File: src/design/fsfe_pkg.sv
`default_nettype none

package fsfe_pkg;

  // pair buffer capacity and the pair offset counter it sets
  localparam int PAIR_CAPACITY = 4096;
  localparam int POFF_W        = $clog2(PAIR_CAPACITY);
  localparam logic [POFF_W-1:0] POFF_LIMIT = POFF_W'(PAIR_CAPACITY - 2);

  // record header layout
  localparam int REC_OFS_W = 17;
  localparam logic [REC_OFS_W-1:0] HDR_LEN      = 17'd8;
  localparam logic [REC_OFS_W-1:0] HDR_TYPE_OFS = 17'd1;
  localparam logic [REC_OFS_W-1:0] HDR_CLEN_HI  = 17'd4;
  localparam logic [REC_OFS_W-1:0] HDR_CLEN_LO  = 17'd5;
  localparam logic [REC_OFS_W-1:0] HDR_PAD_OFS  = 17'd6;
  localparam logic [7:0] REC_PARAMS = 8'd4;

  // name-value length encoding
  localparam int LEN_W = 31;
  localparam logic [7:0] LEN_LONG_BIT  = 8'h80;
  localparam logic [7:0] LEN_LONG_MASK = 8'h7F;
  localparam int LEN_LONG_BYTES = 4;

  // key being searched for
  localparam int KEY_LEN = 15;
  localparam logic [7:0] KEY_CHARS [KEY_LEN] = '{
    8'h53, 8'h43, 8'h52, 8'h49, 8'h50, 8'h54, 8'h5F, 8'h46,
    8'h49, 8'h4C, 8'h45, 8'h4E, 8'h41, 8'h4D, 8'h45
  };

  // queue between record tracker and pair parser
  localparam int QUEUE_DEPTH = 2;
  localparam int QPTR_W      = $clog2(QUEUE_DEPTH);
  localparam int QCNT_W      = $clog2(QUEUE_DEPTH + 1);

  typedef enum logic [1:0] {
    PH_NAME_LEN,
    PH_VALUE_LEN,
    PH_PAIR
  } phase_e;

  // one classified stream byte
  typedef struct packed {
    logic [7:0] data;
    logic       param;
  } entry_t;

  function automatic logic [7:0] key_char(input logic [3:0] idx);
    logic [7:0] ch;
    ch = 8'h00;
    if (int'(idx) < KEY_LEN) begin
      ch = KEY_CHARS[idx];
    end
    return ch;
  endfunction

endpackage

`default_nettype wire

File: src/design/fsfe_front.sv
`default_nettype none

module fsfe_front (
  input  wire logic            clk_i,
  input  wire logic            rst_ni,
  input  wire logic            accept_i,
  input  wire logic [7:0]      byte_i,
  output fsfe_pkg::entry_t     entry_o
);

  logic [fsfe_pkg::REC_OFS_W-1:0] off_q, off_d, off_eff, rec_end, content_end;
  logic [7:0]  type_q, type_d;
  logic [15:0] clen_q, clen_d;
  logic [7:0]  plen_q, plen_d;

  // record boundaries
  assign content_end = fsfe_pkg::HDR_LEN + fsfe_pkg::REC_OFS_W'(clen_q);
  assign rec_end     = content_end + fsfe_pkg::REC_OFS_W'(plen_q);
  assign off_eff     = (off_q >= fsfe_pkg::HDR_LEN && off_q >= rec_end) ? '0 : off_q;

  // classify the byte: only params content is marked for the pair parser
  assign entry_o.data  = byte_i;
  assign entry_o.param = (off_eff >= fsfe_pkg::HDR_LEN) &&
                         (type_q == fsfe_pkg::REC_PARAMS) &&
                         (off_eff < content_end);

  // header capture and offset advance
  always_comb begin
    off_d  = off_q;
    type_d = type_q;
    clen_d = clen_q;
    plen_d = plen_q;
    if (accept_i) begin
      off_d = off_eff + 1'b1;
      if (off_eff == fsfe_pkg::HDR_TYPE_OFS) begin
        type_d = byte_i;
      end
      if (off_eff == fsfe_pkg::HDR_CLEN_HI) begin
        clen_d = {byte_i, 8'h00};
      end
      if (off_eff == fsfe_pkg::HDR_CLEN_LO) begin
        clen_d = {clen_q[15:8], byte_i};
      end
      if (off_eff == fsfe_pkg::HDR_PAD_OFS) begin
        plen_d = byte_i;
      end
    end
  end

  always_ff @(posedge clk_i or negedge rst_ni) begin
    if (!rst_ni) begin
      off_q  <= '0;
      type_q <= '0;
      clen_q <= '0;
      plen_q <= '0;
    end else begin
      off_q  <= off_d;
      type_q <= type_d;
      clen_q <= clen_d;
      plen_q <= plen_d;
    end
  end

endmodule

`default_nettype wire

File: src/design/fsfe_queue.sv
`default_nettype none

module fsfe_queue (
  input  wire logic             clk_i,
  input  wire logic             rst_ni,
  input  wire logic             push_i,
  input  wire fsfe_pkg::entry_t entry_i,
  input  wire logic             pop_i,
  output fsfe_pkg::entry_t      entry_o,
  output logic                  not_empty_o,
  output logic                  full_o
);

  fsfe_pkg::entry_t mem_q [fsfe_pkg::QUEUE_DEPTH];
  logic [fsfe_pkg::QPTR_W-1:0] wr_q, rd_q;
  logic [fsfe_pkg::QCNT_W-1:0] cnt_q;
  logic do_push, do_pop;

  assign full_o      = (cnt_q == fsfe_pkg::QCNT_W'(fsfe_pkg::QUEUE_DEPTH));
  assign not_empty_o = (cnt_q != '0);
  assign do_push     = push_i && !full_o;
  assign do_pop      = pop_i && not_empty_o;
  assign entry_o     = mem_q[rd_q];

  // pointers and fill count
  always_ff @(posedge clk_i or negedge rst_ni) begin
    if (!rst_ni) begin
      wr_q  <= '0;
      rd_q  <= '0;
      cnt_q <= '0;
    end else begin
      if (do_push) begin
        wr_q <= (wr_q == fsfe_pkg::QPTR_W'(fsfe_pkg::QUEUE_DEPTH - 1)) ? '0 : wr_q + 1'b1;
      end
      if (do_pop) begin
        rd_q <= (rd_q == fsfe_pkg::QPTR_W'(fsfe_pkg::QUEUE_DEPTH - 1)) ? '0 : rd_q + 1'b1;
      end
      if (do_push && !do_pop) begin
        cnt_q <= cnt_q + 1'b1;
      end else if (do_pop && !do_push) begin
        cnt_q <= cnt_q - 1'b1;
      end
    end
  end

  // entry storage
  always_ff @(posedge clk_i) begin
    if (do_push) begin
      mem_q[wr_q] <= entry_i;
    end
  end

endmodule

`default_nettype wire

File: src/design/fsfe_back.sv
`default_nettype none

module fsfe_back (
  input  wire logic             clk_i,
  input  wire logic             rst_ni,
  input  wire fsfe_pkg::entry_t entry_i,
  input  wire logic             avail_i,
  output logic                  pop_o,
  output logic                  out_valid_o,
  input  wire logic             out_stall_i,
  output logic [7:0]            value_byte_o,
  output logic                  value_valid_o,
  output logic                  value_last_o,
  output logic                  filename_found_o,
  output logic                  overflow_o
);

  fsfe_pkg::phase_e phase_q, phase_d;
  logic [fsfe_pkg::POFF_W-1:0] poff_q, poff_d;
  logic [fsfe_pkg::LEN_W-1:0]  nlen_q, nlen_d, len_w;
  logic [fsfe_pkg::LEN_W:0]    total_q, total_d, total_w, poff_next;
  logic match_q, match_d, found_q, found_d, ovf_q, ovf_d;
  logic [7:0] lbytes_q [3];
  logic [7:0] c, byte0;
  logic [6:0] lb0_low;
  logic lb_we, short_form, long_form, work;
  logic [7:0] res_byte;
  logic res_valid, res_last;
  logic out_valid_q;
  logic [7:0] out_byte_q;
  logic out_vv_q, out_last_q, out_found_q, out_ovf_q;

  assign c      = entry_i.data;
  assign pop_o  = avail_i && (!out_valid_q || !out_stall_i);
  assign work   = pop_o && entry_i.param && !found_q && !ovf_q;

  // length decode: short form ends at the first byte, long form at the fourth
  assign byte0      = (poff_q == '0) ? c : lbytes_q[0];
  assign lb0_low    = 7'(lbytes_q[0] & fsfe_pkg::LEN_LONG_MASK);
  assign short_form = (poff_q == '0) && ((c & fsfe_pkg::LEN_LONG_BIT) == 8'h00);
  assign long_form  = (poff_q == fsfe_pkg::POFF_W'(fsfe_pkg::LEN_LONG_BYTES - 1)) &&
                      ((byte0 & fsfe_pkg::LEN_LONG_BIT) != 8'h00);
  assign len_w      = long_form ?
                      {lb0_low, lbytes_q[1], lbytes_q[2], c} :
                      fsfe_pkg::LEN_W'(c);
  assign total_w    = (fsfe_pkg::LEN_W + 1)'(nlen_q) + (fsfe_pkg::LEN_W + 1)'(len_w);
  assign poff_next  = (fsfe_pkg::LEN_W + 1)'(poff_q) + 1'b1;

  // pair parser
  always_comb begin
    phase_d   = phase_q;
    poff_d    = poff_q;
    nlen_d    = nlen_q;
    total_d   = total_q;
    match_d   = match_q;
    found_d   = found_q;
    ovf_d     = ovf_q;
    lb_we     = 1'b0;
    res_byte  = 8'h00;
    res_valid = 1'b0;
    res_last  = 1'b0;
    if (work) begin
      unique case (phase_q)
        fsfe_pkg::PH_NAME_LEN, fsfe_pkg::PH_VALUE_LEN: begin
          lb_we = (poff_q < fsfe_pkg::POFF_W'(3));
          if (short_form || long_form) begin
            poff_d = '0;
            if (phase_q == fsfe_pkg::PH_NAME_LEN) begin
              nlen_d  = len_w;
              phase_d = fsfe_pkg::PH_VALUE_LEN;
            end else begin
              total_d = total_w;
              match_d = (nlen_q == fsfe_pkg::LEN_W'(fsfe_pkg::KEY_LEN));
              phase_d = fsfe_pkg::PH_PAIR;
              // empty pair completes right here, never a match
              if (total_w == '0) begin
                phase_d = fsfe_pkg::PH_NAME_LEN;
                match_d = 1'b1;
              end
            end
          end else begin
            poff_d = poff_q + 1'b1;
          end
        end
        fsfe_pkg::PH_PAIR: begin
          if (poff_q >= fsfe_pkg::POFF_LIMIT) begin
            ovf_d = 1'b1;
          end else begin
            if (fsfe_pkg::LEN_W'(poff_q) < nlen_q) begin
              if (poff_q >= fsfe_pkg::POFF_W'(fsfe_pkg::KEY_LEN) ||
                  c != fsfe_pkg::key_char(poff_q[3:0])) begin
                match_d = 1'b0;
              end
            end else if (match_q && nlen_q == fsfe_pkg::LEN_W'(fsfe_pkg::KEY_LEN)) begin
              res_byte  = c;
              res_valid = 1'b1;
            end
            poff_d = poff_q + 1'b1;
            // pair complete
            if (poff_next >= total_q) begin
              if (match_d && nlen_q == fsfe_pkg::LEN_W'(fsfe_pkg::KEY_LEN)) begin
                found_d  = 1'b1;
                res_last = 1'b1;
              end
              phase_d = fsfe_pkg::PH_NAME_LEN;
              poff_d  = '0;
              match_d = 1'b1;
            end
          end
        end
        default: begin
          phase_d = fsfe_pkg::PH_NAME_LEN;
        end
      endcase
    end
  end

  // parser state
  always_ff @(posedge clk_i or negedge rst_ni) begin
    if (!rst_ni) begin
      phase_q <= fsfe_pkg::PH_NAME_LEN;
      poff_q  <= '0;
      nlen_q  <= '0;
      total_q <= '0;
      match_q <= 1'b1;
      found_q <= 1'b0;
      ovf_q   <= 1'b0;
    end else begin
      phase_q <= phase_d;
      poff_q  <= poff_d;
      nlen_q  <= nlen_d;
      total_q <= total_d;
      match_q <= match_d;
      found_q <= found_d;
      ovf_q   <= ovf_d;
    end
  end

  // length bytes, always written before they are read
  always_ff @(posedge clk_i) begin
    if (lb_we) begin
      lbytes_q[poff_q[1:0]] <= c;
    end
  end

  // output register
  always_ff @(posedge clk_i or negedge rst_ni) begin
    if (!rst_ni) begin
      out_valid_q <= 1'b0;
    end else if (!out_valid_q || !out_stall_i) begin
      out_valid_q <= avail_i;
    end
  end

  always_ff @(posedge clk_i) begin
    if (pop_o) begin
      out_byte_q  <= res_byte;
      out_vv_q    <= res_valid;
      out_last_q  <= res_last;
      out_found_q <= found_d;
      out_ovf_q   <= ovf_d;
    end
  end

  assign out_valid_o      = out_valid_q;
  assign value_byte_o     = out_byte_q;
  assign value_valid_o    = out_vv_q;
  assign value_last_o     = out_last_q;
  assign filename_found_o = out_found_q;
  assign overflow_o       = out_ovf_q;

endmodule

`default_nettype wire

File: src/design/fastcgi_script_filename_extractor.sv
// channel | valid      | stall      | payload
// --------+------------+------------+----------------------------------------------
// in      | in_valid_i | in_stall_o | in_byte_i
// out     | out_valid_o| out_stall_i| value_byte_o value_valid_o value_last_o
//         |            |            | filename_found_o overflow_o
//
// one byte per cycle sustained while the output is not stalled; each beat in gives exactly one beat out
// a byte that is taken is written to the two-entry queue, then the pair parser pops it
// and loads the output register
// reset is asynchronous, active low, and clears all tracking and sticky flags
// in_stall_o rises only when the two-entry queue is full behind a stalled output
`default_nettype none

module fastcgi_script_filename_extractor (
  input  wire logic       clk_i,
  input  wire logic       rst_ni,
  input  wire logic       in_valid_i,
  output logic            in_stall_o,
  input  wire logic [7:0] in_byte_i,
  output logic            out_valid_o,
  input  wire logic       out_stall_i,
  output logic [7:0]      value_byte_o,
  output logic            value_valid_o,
  output logic            value_last_o,
  output logic            filename_found_o,
  output logic            overflow_o
);

  fsfe_pkg::entry_t front_entry, back_entry;
  logic q_full, q_avail, q_pop, in_take;

  assign in_stall_o = q_full;
  assign in_take    = in_valid_i && !q_full;

  // record tracker
  fsfe_front u_front (
    .clk_i    (clk_i),
    .rst_ni   (rst_ni),
    .accept_i (in_take),
    .byte_i   (in_byte_i),
    .entry_o  (front_entry)
  );

  // decoupling queue
  fsfe_queue u_queue (
    .clk_i       (clk_i),
    .rst_ni      (rst_ni),
    .push_i      (in_take),
    .entry_i     (front_entry),
    .pop_i       (q_pop),
    .entry_o     (back_entry),
    .not_empty_o (q_avail),
    .full_o      (q_full)
  );

  // name-value parser and output register
  fsfe_back u_back (
    .clk_i            (clk_i),
    .rst_ni           (rst_ni),
    .entry_i          (back_entry),
    .avail_i          (q_avail),
    .pop_o            (q_pop),
    .out_valid_o      (out_valid_o),
    .out_stall_i      (out_stall_i),
    .value_byte_o     (value_byte_o),
    .value_valid_o    (value_valid_o),
    .value_last_o     (value_last_o),
    .filename_found_o (filename_found_o),
    .overflow_o       (overflow_o)
  );

endmodule

`default_nettype wire

File: config.mk
export PLATFORM = sky130hd
export DESIGN_NAME = fastcgi_script_filename_extractor
export DESIGN_NICKNAME = d
export VERILOG_FILES = /design/src/design/fsfe_pkg.sv /design/src/design/fsfe_front.sv /design/src/design/fsfe_queue.sv /design/src/design/fsfe_back.sv /design/src/design/fastcgi_script_filename_extractor.sv
export SDC_FILE = /design/constraint.sdc
export NUM_CORES = 1
export LEC_CHECK = 0
export CORE_MARGIN = 3
export CORE_UTILIZATION = 40
export DETAILED_ROUTE_END_ITERATION = 10
export DONT_BUFFER_PORTS = 1
export GPL_ROUTABILITY_DRIVEN = 0
export PLACE_DENSITY = 0.6
export SYNTH_ARGS = -nofsm -noshare
export SYNTH_HDL_FRONTEND = slang
export SYNTH_HIERARCHICAL = 1
export SYNTH_SLANG_ARGS = --single-unit
File: constraint.sdc
create_clock -name clk_i -period 4.9 [get_ports clk_i]
set_input_delay 0.98 -clock clk_i [delete_from_list [all_inputs] [get_ports clk_i]]
set_output_delay 0.98 -clock clk_i [all_outputs]
set_load 0.05 [all_outputs]
==> results.json <==
{
  "fin_crit_sh_pct": 99.7,
  "htreeDepth": 4,
  "leakagePower_nw": 6.51,
  "hold_path_class": "input pin to async pin",
  "syn_inst": 1259,
  "fin_crit_ns": 4.89,
  "r2r_setup_slack_ns": 0.01,
  "slowest_stage": "dfrtp_1",
  "numPortBuffers": 0,
  "cp_max_fo": 4,
  "cts.sinks": 188,
  "fp-row-count": 64,
  "filler_cell_count": 2894,
  "finalSetupViolCount": 0,
  "syn2layout_area_growth_pct": 15.2,
  "finish.instance_area_um2": 14500,
  "hold_ws_ns": 0.234,
  "cts-buffers-inserted": 17,
  "fmax_mhz": 205,
  "clock_latency_ns": 0.45,
  "worst_path_largest_cell_delay_ns": 0.36,
  "synthArstFlopShare_pct": 71.3,
  "powerDensity_nw_per_um2": 555,
  "drive_above_1_share_pct": 21.0,
  "drc_errors": 0,
  "synth_cell_types": 86,
  "pin_count": 26,
  "grt.overflow.total": 0,
  "yosysMostFrequentCell": "dfrtp_1",
  "ys_ff_latch": 188,
  "synth_area_um2": 12600,
  "synth-edff-count": 54,
  "tritoncts": "done",
  "crit_type": "flip-flop to flip-flop",
  "drv_cap": 0,
  "multi_input_area_um2": 7400,
  "fin_nets": 1463,
  "cp-end-kind": "flip-flop",
  "rsz0062_at_grt": "yes",
  "vias_per_cell": 5.69,
  "clockRootBuffer": "clkbuf_16",
  "die_area_um2": 33600,
  "hpwl_um": 24600,
  "cp.arrival_ns": 5.22,
  "wl_per_cell_um": 18.6,
  "finalSetupTns_ns": 0,
  "path_clk_slew_ns": 0.08,
  "vias": 9931,
  "synth.avg_cell_area_um2": 10.0,
  "place_area_um2": 13600,
  "cpMostUsedCell": "buf_4",
  "start_kind": "flip-flop",
  "grt_max_degree": 135,
  "hold_viol": 0,
  "syn_nets": 1385,
  "worstSetupStartpoint": "u_front/clen_q[0]",
  "pre_cts_slack_ns": -0.279,
  "reg2reg_from": "u_front/clen_q[0]",
  "cp_top_family": "compound AO/OA/AOI/OAI gates",
  "grt_usage_pct": 19.6,
  "finalWirelength_um": 32500,
  "r2r_end": "u_queue/mem_q[0][0]",
  "synth_top_area_share_pct": 26.4,
  "ant_nets": 0,
  "finClkSkew_ns": 0.0175,
  "synth_ff_type": "dfrtp_1",
  "synth_largest_area_cell": "dfrtp_1",
  "status": "completed",
  "post-route-util_pct": 47.1,
  "worst_pin_slew_ns": 0.823,
  "die_y_um": 183,
  "ys_top_cells_by_count": "dfrtp_1 (133), ha_1 (112), nand2_1 (95)",
  "core_um2": 30800,
  "start_util_pct": 40.8,
  "ys_seq_area_share_pct": 39.5,
  "critPathRequiredTime_ns": 5.23,
  "setup_ws_ns": 0.0138,
  "yosys-top-cells-area": "dfrtp_1 (26%), edfxtp_1 (13%), ha_1 (11%)",
  "grt_pass1_vias": 9722,
  "register_area_um2": 4980,
  "yosysWarnings": 6,
  "antenna_cells": 0,
  "clk_path_buf_depth": 2,
  "grt_pass1_wl_um": 52700,
  "reg2reg_depth": 25,
  "relSlewSlack_pct": 44.9,
  "holdBufCountCts": 0,
  "drv_slew": 0,
  "peakVddDrop_uv": 394,
  "firstDrtPassIters": 5,
  "drtIter0Drc": 730,
  "critPathBufInv": 4,
  "die_x_um": 183,
  "antenna_found_initial": 0
}
-- worst reg2reg max path, cell delays in order (launching register included) --
cell,delay (ns)
dfrtp_1,0.36
ha_2,0.19
inv_2,0.04
fa_2,0.33
nor2b_1,0.11
o21ai_1,0.08
a21boi_1,0.16
buf_4,0.14
o211ai_1,0.15
buf_4,0.18
nor4_4,0.15
xor2_1,0.18
ha_1,0.27
and4_1,0.20
a221o_1,0.35
nand2_2,0.11
nand2_4,0.09
nor2_4,0.13
ha_4,0.20
a21o_1,0.15
a21o_1,0.16
a211o_1,0.26
a211oi_2,0.18
o21ai_2,0.11
a2111oi_4,0.31
buf_4,0.16
-- logic make-up after synthesis --
kind of cell,share of synthesized area [%]
adders and majority gates,11.4
muxes,8.22
buffers and inverters,3.85
and+or+nand+nor,18.0
AOI/OAI and AO/OA,14.9
DFF,39.5
xor gates and xnor gates,4.10
-- registers in the layout, summed over array words and instances (netlist names), 2 cells and up --
register             flops
u_front/clen_q          16
u_back/phase_q           2
u_front/plen_q           8
u_front/off_q           17
u_back/total_q          32
u_back/value_byte_o      8
u_queue/cnt_q            2
u_back/lbytes_q         24
u_back/poff_q           12
u_back/nlen_q           31
u_queue/mem_q           18
u_front/type_q           8
-- routing by layer --
| metal | track usage, % | share of wire [%] | vias up | wire [um] |
|---|---|---|---|---|
| li1 | - | - | 4807 | - |
| met1 | 28.4 | 49 | 4880 | 16000 |
| met2 | 30.8 | 45 | 209 | 14700 |
| met3 | 3.46 | 4.1 | 35 | 1320 |
| met4 | 4.51 | 1.6 | 0 | 535 |
| met5 | 0 | 0 | - | 0 |
-- final cells by class --
| type | count | share of cell area (%) |
|---|---|---|
| clock buffers | 19 | 3.20 |
| clock inverters | 13 | 0.836 |
| inverters | 71 | 1.84 |
| multi-input cells | 958 | 51.0 |
| flip-flops and latches | 188 | 34.3 |
| well taps | 396 | 3.41 |
| repair buffers | 101 | 5.44 |
-- stage by stage --
step / power (mW) / std cells
2_1_floorplan: 5.12 / 1259
3_3_place_gp: 6.24 / 1705
4_1_cts: 7.81 / 1742
3_5_place_dp: 6.31 / 1705
6_report: 8.06 / 1746
5_1_grt: 8.60 / 1746
-- cells in the final DEF, fill, tap and decap left out, drive strengths merged, types with 46 or more instances in the layout --
master  netlist  routed
edfxtp       54      54
a21oi        61      61
o21ai        65      65
inv          70      78
and2         46      46
nand3        47      47
dfrtp       133     133
ha          112     112
mux2         83      83
nor2         71      71
buf          23     101
nand2        97      97
-- worst max path at each step --
stage | endpoint | slack (ns) | cells past startpoint
after global routing | u_queue/mem_q[0][0] | -0.27 | 25
after CTS | u_queue/mem_q[0][0] | -0.10 | 24
final | u_queue/mem_q[0][0] | 0.01 | 25
after global placement | u_queue/mem_q[0][0] | -0.15 | 24
after floorplan | u_queue/mem_q[0][0] | -0.06 | 23
after detailed placement | u_queue/mem_q[0][0] | -0.28 | 24
-- repair_timing --
item                                    CTS  global route
setup buffers                             5             5
pin swaps                                23            14
endpoints found under the setup margin    2            18
gates resized for setup                  19            39
-- report_power, final --
group	internal, mW	switching, mW
registers	2.05	0.429
logic	1.79	2.41
clock network	0.718	0.672
total	4.55	3.51
Power figures use the tool's default switching activity.
